<file path="src/sv/cbe_pkg.sv">
// Shared types, constants and lookup functions for the Codabar bar encoder.
`default_nettype none
package cbe_pkg;

  // Configuration port geometry and register indexes
  localparam int CFG_DATA_W = 4;
  localparam int CFG_IDX_W  = 2;
  localparam logic [CFG_IDX_W-1:0] REG_NARROW_MODULES = 2'd0;
  localparam logic [CFG_IDX_W-1:0] REG_WIDE_MODULES   = 2'd1;
  localparam logic [CFG_IDX_W-1:0] REG_CHECK_ENABLE   = 2'd2;

  localparam logic [3:0] NARROW_RESET = 4'd1;
  localparam logic [3:0] WIDE_RESET   = 4'd3;

  localparam int NUM_SYMBOLS = 20;

  // Width patterns per symbol value, read MSB first, 1 = wide
  localparam logic [7:0] PATTERN_OF_VALUE [NUM_SYMBOLS] = '{
    8'h06, 8'h0c, 8'h12, 8'hc0, 8'h24, 8'h84, 8'h42, 8'h48, 8'h60, 8'h90,
    8'h18, 8'h30, 8'h8a, 8'ha2, 8'ha8, 8'h2a, 8'h34, 8'h52, 8'h16, 8'h1c
  };

  // Element position of the inter-character gap within a symbol
  localparam logic [2:0] GAP_POS  = 3'd7;
  localparam logic [2:0] STOP_END = 3'd6;

  typedef struct packed {
    logic [3:0] narrow_modules;
    logic [3:0] wide_modules;
    logic       check_enable;
  } cfg_t;

  // One accepted character, reduced to what the sequencer has to emit
  typedef struct packed {
    logic       err;      // single error result, no elements
    logic       mend;     // request carried the stop character
    logic       two;      // check symbol first, then the stop symbol
    logic [7:0] pat0;     // pattern of the first symbol
    logic [7:0] pat1;     // pattern of the stop symbol when two is set
  } job_t;

  typedef struct packed {
    logic       valid;
    logic [4:0] value;
  } sym_val_t;

  // Map an ASCII character onto its symbol value
  function automatic sym_val_t symbol_value(input logic [7:0] c);
    sym_val_t r;
    r.valid = 1'b1;
    r.value = 5'd0;
    if (c >= 8'h30 && c <= 8'h39) begin
      r.value = 5'(c - 8'h30);
    end else begin
      case (c)
        8'h2d:        r.value = 5'd10;  // '-'
        8'h24:        r.value = 5'd11;  // '$'
        8'h3a:        r.value = 5'd12;  // ':'
        8'h2f:        r.value = 5'd13;  // '/'
        8'h2e:        r.value = 5'd14;  // '.'
        8'h2b:        r.value = 5'd15;  // '+'
        8'h41, 8'h54: r.value = 5'd16;  // 'A', 'T'
        8'h42, 8'h4e: r.value = 5'd17;  // 'B', 'N'
        8'h43, 8'h2a: r.value = 5'd18;  // 'C', '*'
        8'h44, 8'h45: r.value = 5'd19;  // 'D', 'E'
        default:      r.valid = 1'b0;
      endcase
    end
    return r;
  endfunction

  // Pattern byte of a symbol value
  function automatic logic [7:0] pattern_of(input logic [4:0] v);
    logic [7:0] p;
    p = 8'h00;
    for (int i = 0; i < NUM_SYMBOLS; i++) begin
      if (v == 5'(i)) p = PATTERN_OF_VALUE[i];
    end
    return p;
  endfunction

endpackage
`default_nettype wire

</file>
<file path="src/sv/cbe_symbol_if.sv">
// Input channel: one message character per request.
`default_nettype none
interface cbe_symbol_if;
  logic       valid;
  logic       ready;
  logic [7:0] symbol_char;
  logic       last_symbol;

  modport source (output valid, output symbol_char, output last_symbol, input ready);
  modport sink   (input valid, input symbol_char, input last_symbol, output ready);
endinterface
`default_nettype wire

</file>
<file path="src/sv/cbe_element_if.sv">
// Output channel: one bar or space element per request.
`default_nettype none
interface cbe_element_if;
  logic       valid;
  logic       ready;
  logic [3:0] element_width;
  logic       is_bar;
  logic       is_wide;
  logic       message_end;
  logic       run_end;
  logic       bad_char;

  modport source (output valid, output element_width, output is_bar, output is_wide,
                  output message_end, output run_end, output bad_char, input ready);
  modport sink   (input valid, input element_width, input is_bar, input is_wide,
                  input message_end, input run_end, input bad_char, output ready);
endinterface
`default_nettype wire

</file>
<file path="src/sv/cbe_front.sv">
// Character decode, running check sum and error latch.
`default_nettype none
module cbe_front (
  input  wire logic         clk,
  input  wire logic         rst,
  input  wire logic         accept,
  input  wire logic [7:0]   symbol_char,
  input  wire logic         last_symbol,
  input  wire cbe_pkg::cfg_t cfg,
  output cbe_pkg::job_t     job
);

  logic [3:0] check_sum;
  logic       error_latched;

  cbe_pkg::sym_val_t sv;
  logic       bad;
  logic [3:0] sum_next;
  logic [3:0] check_value;

  // Decode and form the job for the sequencer
  always_comb begin
    sv          = cbe_pkg::symbol_value(symbol_char);
    bad         = error_latched || !sv.valid;
    sum_next    = check_sum + sv.value[3:0];
    check_value = 4'(4'd0 - sum_next);
    job.err     = bad;
    job.mend    = last_symbol;
    job.two     = !bad && last_symbol && cfg.check_enable;
    job.pat0    = job.two ? cbe_pkg::pattern_of({1'b0, check_value})
                          : cbe_pkg::pattern_of(sv.value);
    job.pat1    = cbe_pkg::pattern_of(sv.value);
  end

  // Update message state on each accepted character
  always_ff @(posedge clk) begin
    if (rst) begin
      check_sum     <= 4'd0;
      error_latched <= 1'b0;
    end else if (accept) begin
      if (last_symbol) begin
        check_sum     <= 4'd0;
        error_latched <= 1'b0;
      end else if (bad) begin
        error_latched <= 1'b1;
      end else begin
        check_sum <= sum_next;
      end
    end
  end

endmodule
`default_nettype wire

</file>
<file path="src/sv/cbe_sequencer.sv">
// Job register, element counter and output register.
`default_nettype none
module cbe_sequencer (
  input  wire logic          clk,
  input  wire logic          rst,
  input  wire cbe_pkg::cfg_t cfg,
  input  wire logic          in_valid,
  output logic               in_ready,
  input  wire cbe_pkg::job_t job_in,
  cbe_element_if.source      elements
);

  logic          job_valid;
  cbe_pkg::job_t job;
  logic          seg;
  logic [2:0]    pos;

  logic       out_load;
  logic       seg_last;
  logic       seg_len7;
  logic       pos_end;
  logic       run_end_c;
  logic       mend_c;
  logic       wide_c;
  logic [7:0] pat;
  logic       take;

  // Current element of the job
  always_comb begin
    pat       = seg ? job.pat1 : job.pat0;
    seg_last  = seg || !job.two;
    seg_len7  = seg_last && job.mend;
    pos_end   = seg_len7 ? (pos == cbe_pkg::STOP_END) : (pos == cbe_pkg::GAP_POS);
    run_end_c = job.err || (seg_last && pos_end);
    mend_c    = job.err ? job.mend : (seg_len7 && pos_end);
    wide_c    = !job.err && (pos != cbe_pkg::GAP_POS) && pat[~pos];
    out_load  = job_valid && (!elements.valid || elements.ready);
    take      = !job_valid || (out_load && run_end_c);
    in_ready  = take;
  end

  // Hold the job and walk its elements
  always_ff @(posedge clk) begin
    if (rst) begin
      job_valid <= 1'b0;
      seg       <= 1'b0;
      pos       <= 3'd0;
    end else if (take) begin
      job_valid <= in_valid;
      seg       <= 1'b0;
      pos       <= 3'd0;
    end else if (out_load) begin
      if (pos_end) begin
        seg <= 1'b1;
        pos <= 3'd0;
      end else begin
        pos <= pos + 3'd1;
      end
    end
  end

  always_ff @(posedge clk) begin
    if (take && in_valid) begin
      job <= job_in;
    end
  end

  // Output register: drop on handshake, load the next element
  always_ff @(posedge clk) begin
    if (rst) begin
      elements.valid <= 1'b0;
    end else if (out_load) begin
      elements.valid <= 1'b1;
    end else if (elements.ready) begin
      elements.valid <= 1'b0;
    end
  end

  always_ff @(posedge clk) begin
    if (out_load) begin
      elements.element_width <= job.err ? 4'd0
                              : (wide_c ? cfg.wide_modules : cfg.narrow_modules);
      elements.is_bar        <= !job.err && !pos[0];
      elements.is_wide       <= wide_c;
      elements.message_end   <= mend_c;
      elements.run_end       <= run_end_c;
      elements.bad_char      <= job.err;
    end
  end

endmodule
`default_nettype wire

</file>
<file path="src/sv/codabar_bar_encoder.sv">
// Top level of the Codabar bar encoder with optional modulo-16 check character.
//
//   channel   dir  handshake      payload
//   symbols   in   valid/ready    symbol_char[7:0], last_symbol
//   elements  out  valid/ready    element_width[3:0], is_bar, is_wide,
//                                 message_end, run_end, bad_char
//   cfg       in   cfg_we         cfg_index[1:0], cfg_data[3:0]
//
// A character yields 8 elements, a stop character 7, a stop with the check
// character 15 and an error 1, one element per cycle while the output takes
// them. The element counter in the sequencer walks them; the next character
// is taken in the cycle its predecessor's last element enters the output
// register. Output stalls hold the element counter. Reset (rst, synchronous)
// clears the check sum, error latch, valid flags and restores the registers.
`default_nettype none
module codabar_bar_encoder (
  input  wire logic                           clk,
  input  wire logic                           rst,
  input  wire logic                           cfg_we,
  input  wire logic [cbe_pkg::CFG_IDX_W-1:0]  cfg_index,
  input  wire logic [cbe_pkg::CFG_DATA_W-1:0] cfg_data,
  cbe_symbol_if.sink                          symbols,
  cbe_element_if.source                       elements
);

  cbe_pkg::cfg_t cfg;
  cbe_pkg::job_t job;
  logic          accept;

  // Configuration registers
  always_ff @(posedge clk) begin
    if (rst) begin
      cfg.narrow_modules <= cbe_pkg::NARROW_RESET;
      cfg.wide_modules   <= cbe_pkg::WIDE_RESET;
      cfg.check_enable   <= 1'b0;
    end else if (cfg_we) begin
      case (cfg_index)
        cbe_pkg::REG_NARROW_MODULES: cfg.narrow_modules <= cfg_data;
        cbe_pkg::REG_WIDE_MODULES:   cfg.wide_modules   <= cfg_data;
        cbe_pkg::REG_CHECK_ENABLE:   cfg.check_enable   <= cfg_data[0];
        default: ;
      endcase
    end
  end

  assign accept = symbols.valid && symbols.ready;

  cbe_front u_front (
    .clk         (clk),
    .rst         (rst),
    .accept      (accept),
    .symbol_char (symbols.symbol_char),
    .last_symbol (symbols.last_symbol),
    .cfg         (cfg),
    .job         (job)
  );

  cbe_sequencer u_sequencer (
    .clk      (clk),
    .rst      (rst),
    .cfg      (cfg),
    .in_valid (symbols.valid),
    .in_ready (symbols.ready),
    .job_in   (job),
    .elements (elements)
  );

endmodule
`default_nettype wire
</file>
<file path="src/flat_wrapper.sv">
// flat-port wrapper written by rule: the top's interface ports become plain ports
module codabar_bar_encoder_flat 
  (clk, rst, cfg_we, cfg_index, cfg_data, symbols_valid, symbols_symbol_char, symbols_last_symbol, symbols_ready, elements_valid, elements_element_width, elements_is_bar, elements_is_wide, elements_message_end, elements_run_end, elements_bad_char, elements_ready);
  cbe_symbol_if symbols_i ();
  cbe_element_if elements_i ();
  input  wire logic clk;
  input  wire logic rst;
  input  wire logic cfg_we;
  input  wire logic [cbe_pkg::CFG_IDX_W-1:0] cfg_index;
  input  wire logic [cbe_pkg::CFG_DATA_W-1:0] cfg_data;
  input wire logic [$bits(symbols_i.valid)-1:0] symbols_valid;
  input wire logic [$bits(symbols_i.symbol_char)-1:0] symbols_symbol_char;
  input wire logic [$bits(symbols_i.last_symbol)-1:0] symbols_last_symbol;
  output wire logic [$bits(symbols_i.ready)-1:0] symbols_ready;
  output wire logic [$bits(elements_i.valid)-1:0] elements_valid;
  output wire logic [$bits(elements_i.element_width)-1:0] elements_element_width;
  output wire logic [$bits(elements_i.is_bar)-1:0] elements_is_bar;
  output wire logic [$bits(elements_i.is_wide)-1:0] elements_is_wide;
  output wire logic [$bits(elements_i.message_end)-1:0] elements_message_end;
  output wire logic [$bits(elements_i.run_end)-1:0] elements_run_end;
  output wire logic [$bits(elements_i.bad_char)-1:0] elements_bad_char;
  input wire logic [$bits(elements_i.ready)-1:0] elements_ready;
  assign symbols_i.valid = symbols_valid;
  assign symbols_i.symbol_char = symbols_symbol_char;
  assign symbols_i.last_symbol = symbols_last_symbol;
  assign symbols_ready = symbols_i.ready;
  assign elements_valid = elements_i.valid;
  assign elements_element_width = elements_i.element_width;
  assign elements_is_bar = elements_i.is_bar;
  assign elements_is_wide = elements_i.is_wide;
  assign elements_message_end = elements_i.message_end;
  assign elements_run_end = elements_i.run_end;
  assign elements_bad_char = elements_i.bad_char;
  assign elements_i.ready = elements_ready;
  codabar_bar_encoder u_core (.clk(clk), .rst(rst), .cfg_we(cfg_we), .cfg_index(cfg_index), .cfg_data(cfg_data), .symbols(symbols_i), .elements(elements_i));
endmodule
</file>
<file path="config.mk">
export PLATFORM = sky130hd
export DESIGN_NAME = codabar_bar_encoder_flat
export DESIGN_NICKNAME = d
export VERILOG_FILES = /design/src/sv/cbe_pkg.sv /design/src/sv/cbe_symbol_if.sv /design/src/sv/cbe_element_if.sv /design/src/sv/cbe_front.sv /design/src/sv/cbe_sequencer.sv /design/src/sv/codabar_bar_encoder.sv /design/src/flat_wrapper.sv
export SDC_FILE = /design/constraint.sdc
export NUM_CORES = 1
export LEC_CHECK = 0
export ABC_AREA = 1
export BUFFER_PORTS_ARGS = -buffer_cell sky130_fd_sc_hd__buf_2
export CORE_ASPECT_RATIO = 0.7
export CORE_UTILIZATION = 59
export CTS_BUF_LIST = sky130_fd_sc_hd__clkbuf_16
export DETAILED_ROUTE_END_ITERATION = 6
export PLACE_DENSITY = 0.8
export SLEW_MARGIN = 40
export SYNTH_ARGS = -nofsm -noshare
export SYNTH_HDL_FRONTEND = slang
export SYNTH_SLANG_ARGS = --single-unit
export TNS_END_PERCENT = 10
</file>
<file path="constraint.sdc">
create_clock -name clk -period 3.9 [get_ports clk]
set_input_delay 0.585 -clock clk [delete_from_list [all_inputs] [get_ports clk]]
set_output_delay 0.585 -clock clk [all_outputs]
set_load 0.005 [all_outputs]
</file>
### After elaboration in Yosys (flattened, before gate mapping)

Cells that the tools add are included.

| word-level totals | value |
|---|---|
| bits in latches | 0 |
| ROM bits | 0 |
| register bits | 48 |
| output and inout port bits | 11 |
| memories | 0 |
| bits in writable memories | 0 |

| cells by class | value |
|---|---|
| bitwise operators | 1 |
| eq/ne operators | 54 |
| shift-type cells | 0 |
| add/sub/neg operators | 4 |
| reduce and logical (&&, ||, !) cells | 41 |
| muxes and demuxes | 54 |
| multiply operators | 0 |
| order comparisons | 3 |
| div/mod/pow operators | 0 |

Operators by type and width:

| kind | number |
|---|---|
| $mux 8 | 36 |
| $eq 8x6->1 const B | 7 |
| $eq 8x7->1 const B | 7 |
| $pmux 5 s10 | 1 |
| $eq 5x4->1 const B | 8 |
| $eq 4x4->1 const B | 8 |
| $eq 5x3->1 const B | 4 |
| $eq 5x5->1 const B | 4 |
| $eq 4x3->1 const B | 4 |
| $reduce_or 14->1 | 1 |
| $logic_and 1x1->1 | 12 |
| $mux 4 | 3 |
| $reduce_and 2->1 | 6 |
| $eq 5x2->1 const B | 2 |
| $reduce_or 2->1 | 5 |
| $mux 1 | 9 |
| $mux 3 | 3 |
| $eq 4x2->1 const B | 2 |
| $ge 8x6->1 const B | 1 |
| $le 8x6->1 const B | 1 |
| $logic_not 1->1 | 7 |
| $eq 3x3->1 const B | 2 |
| $eq 5x1->1 const B | 1 |
| $logic_not 5->1 | 1 |
| 17 further kinds | 22 |

### Logic depth before layout (Yosys ltp)

| depth | value |
|---|---|
| word-level depth | 26 |
| mapped depth | 21 |
| gate-level depth less buffers | 21 |

### Cells and area by module

From an unflattened synthesis, not the netlist that was laid out.

| second synthesis, totals | value |
|---|---|
| cells, all modules | 441 |
| area, all modules | 3159.3 sq um |

By module, submodules not included:

| module | cells each | sequential area each (sq um) | times used | area an instance (sq um) |
|---|---|---|---|---|
| cbe_sequencer | 147 | 960.9 | 1 | 1480.2 |
| cbe_front | 236 | 100.1 | 1 | 1271.2 |
| codabar_bar_encoder | 58 | 180.2 | 1 | 407.9 |

### Worst setup path after synthesis

Ideal clock, no wire load.

| path | value |
|---|---|
| path type | input port to flip-flop |
| start point | input port symbols_symbol_char[7] |
| end point | register u_core.u_sequencer.job[11] (netlist bit), data pin |
| required time | 3648 ps |
| data arrival time | 2907 ps |
| path slack | 741 ps |
| stages on the path | 17 |
| cell sequence | nor2_1 > nand2_1 > nand2_4 > nand3_1 > nand2_1 > inv_2 > ha_1 > fa_1 > or2_2 > nand2_1 > inv_1 > nor2_1 > a21oi_1 > nand3_1 > o21ai_1 > nand2_1 > nand2_1 |

RTL lines:

| item | RTL line | RTL |
|---|---|---|
| start: declaration | flat_wrapper.sv:12 | `input wire logic [$bits(symbols_i.symbol_char)-1:0] symbols_symbol_char;` |
| end signal: assignment | cbe_sequencer.sv:64 | `job <= job_in;` |
| end: declaration | cbe_sequencer.sv:14 | `cbe_pkg::job_t job;` |

==> flow_summary.ini <==
[timing]
rsz0062_at_grt = false
fin_skew_ns = 0.00702
slew_headroom = 0.644
fin_setup_tns_ns = 0
min_period_over_period = 0.870
finalHoldViolCount = 0
setup_violations = 0
drv_slew = 0
max_freq_ghz = 0.295
fin_ws_ns = 0.508
period_needed_ns = 3.39
worst_pin_slew_ns = 0.530

[layout]
area_growth_pct = 13.4
drive_above_1_share = 0.210
fin_nets = 459
n_antenna_cell = 0
design_area_um2 = 3320
fillers = 406

[placed_design]
placed_cell_area_um2 = 3150
io_buffers = 30
hpwl_mm = 5.35
routabilityCongestion = 0.998
place_ws_ns = 0.289

[worst_setup_path]
worstSetupPathType = in2reg
r2r-end = u_core.u_sequencer.job[11]
critPathMaxFanout = 10
worstPathRequired_ns = 3.95
reg2reg_depth = 11
crit_arrival_ns = 3.44
reg2reg_slack_ns = 1.49
cp-start-kind = input pin
cp-end-kind = flip-flop
r2r_start = u_core.u_front.check_sum[0]

[logic_synthesis]
yosysTopAreaCellShare = 0.267
synthTopCellsByArea = edfxtp_1 27%, dfxtp_1 14%, nand2_1 12%
syn-num-nets = 424
ys_types = 40
yosys.area.top_type = edfxtp_1
yosysWarnings = 0
seq_area_frac_synth = 0.404
synth_seq_cells = 46
synthCells = 398
avgSynthCellArea_um2 = 7.35
synth_area_um2 = 2920

[die]
core_area_um2 = 4780
initial_core_util = 0.611
die-area_um2 = 5250
die_x_um = 86.1
die_h_um = 60.9
io_pins = 31
row_count = 21

[routing]
first_pass_iters = 7
via_per_inst = 5.41
post_drt_wl_per_cell_um = 13.9
postRouteAntennaNets = 0
drtIter0Drc = 249
routed_wl_mm = 6.97
drc = 0
vias = 2720

[clocking]
clk_pin_slew_ns = 0.06
cts_buffers = 5
tritoncts = built
post_cts_buffers = 0
root_buffer = clkbuf_16
clockBufferDepth = 2
htreeDepth = 2
worstSkewPairLatency_ns = 0.29
clock-sinks = 46
postCtsResizedCells = 0
cts_hold_buf = 0

[grt]
grt_pass1_vias = 2261
grt_usage = 0.275
antenna_found_initial = 0
grt_remaining_overflow = 0
grt_max_degree = 20
grt_pass1_wl_mm = 10.7

[power]
p_per_area_nw_per_um2 = 364
power.leakage_nw = 1.59
ir_drop_v = 0.000249

[worst_hold_path]
hold_path.startpoint = u_core.u_front.check_sum[2]
hold_path_end = u_core.u_front.check_sum[2]
hp-class = reg2reg
holdPathStages = 2

[run_status]
status = complete, no violations

[run]
maxCapViolations = 0
-- flip-flops by register name, summed over array words and instances (netlist names), 3 cells and up --
name / cells
u_core.u_front.check_sum: 4
u_core.cfg: 9
u_core.u_sequencer.elements.element_width: 4
u_core.u_sequencer.job: 17
u_core.u_sequencer.pos: 3
-- worst max-delay path, stage by stage --
cell and delay, ns:
buf_2 0.10, nor2_1 0.22, nand2_1 0.23, nand2_4 0.16, nand3_1 0.10, nand2_1 0.12, inv_2 0.07, ha_1 0.23
fa_1 0.42, or2_2 0.30, nand2_1 0.24, inv_1 0.11, nor2_1 0.20, a21oi_1 0.10, nand3_1 0.08, o21ai_1 0.07
nand2_1 0.06, nand2_1 0.04
-- power breakdown --
group          internal, mW  leakage, nW  switching [mW]  total, mW
Sequential            0.548        0.410          0.0108      0.559
Combinational        0.0573         1.10           0.126      0.183
Clock                 0.278       0.0824           0.186      0.464
Total                 0.883         1.59           0.323       1.21
-- how the worst max path moves through the flow --
stage                     slack (ns)                    from  depth (start not counted)                          to
after floorplan                 0.74  symbols_symbol_char[7]                         17  u_core.u_sequencer.job[11]
after global placement          0.41  symbols_symbol_char[7]                         18  u_core.u_sequencer.job[11]
after detailed placement        0.29  symbols_symbol_char[7]                         18  u_core.u_sequencer.job[11]
after CTS                       0.53  symbols_symbol_char[7]                         18  u_core.u_sequencer.job[11]
after global routing            0.16  symbols_symbol_char[6]                         18  u_core.u_sequencer.job[11]
final                           0.51  symbols_symbol_char[7]                         18  u_core.u_sequencer.job[11]
-- placed cells by master (no fill, tap or decap), types with 2 or more instances in the layout --
cell type   n
a21oi_1    12
a22oi_1     2
buf_2      30
clkbuf_16   6
clkinv_2    3
dfxtp_1    20
edfxtp_1   26
ha_1        5
inv_1      45
inv_2      10
nand2_1    94
nand2_2    16
nand2_4     5
nand3_1    32
nand4_1     7
nand4_4     2
nor2_1     60
nor2_2      5
nor2_4      4
nor3_1      5
o21ai_0    20
o21ai_1     3
o21ai_2     3
-- layout make-up --
class / instances / area [um2] / share of cell area
sequential: 46 / 1180 / 0.356
inverter: 57 / 216 / 0.0653
multi-input combinational: 292 / 1510 / 0.456
clock buffer: 6 / 150 / 0.0453
timing repair buffer: 31 / 158 / 0.0475
tap: 69 / 86.3 / 0.0260
clock inverter: 2 / 13.8 / 0.00415
-- cells by family after synthesis --
kind of cell | after synthesis | share of synthesized area
and+or+nand+nor | 237 | 0.390
buffers and inverters | 60 | 0.0792
AOI/OAI and AO/OA | 48 | 0.0954
DFF | 46 | 0.404
adders and majority gates | 6 | 0.0282
xor gates and xnor gates | 1 | 0.00300
-- per-stage QoR --
step | util | power [mW] | hold slack (ns) | cells
2_1_floorplan | - | 0.692 | 0.424 | 398
3_3_place_gp | 0.659 | 0.745 | 0.446 | 495
3_5_place_dp | 0.659 | 0.748 | 0.451 | 495
4_1_cts | 0.694 | 1.21 | 0.461 | 503
5_1_grt | 0.694 | 1.25 | 0.463 | 503
6_report | 0.694 | 1.21 | 0.457 | 503
-- synthesized netlist by cell type, drive strengths merged --
cell	n
o21bai	1
o2111ai	1
a21oi	13
or2	2
nor2	69
dfxtp	20
edfxtp	26
nand3	33
o221ai	1
nand4	10
o21ai	26
clkbuf	2
fa	1
o22ai	1
nand2	115
inv	55
a22oi	2
clkinv	2
nand3b	1
buf	1
xor2	1
o41ai	1
ha	5
a21boi	1
and2	1
a31oi	1
nor3	6
-- routing by layer --
metal / global-route usage / share of wire
met1: 0.415 / 0.51
met2: 0.365 / 0.39
met3: 0.0993 / 0.090
met4: 0.0714 / 0.012
met5: 0 / 0
Note: power is estimated with default switching activity, not from simulation.
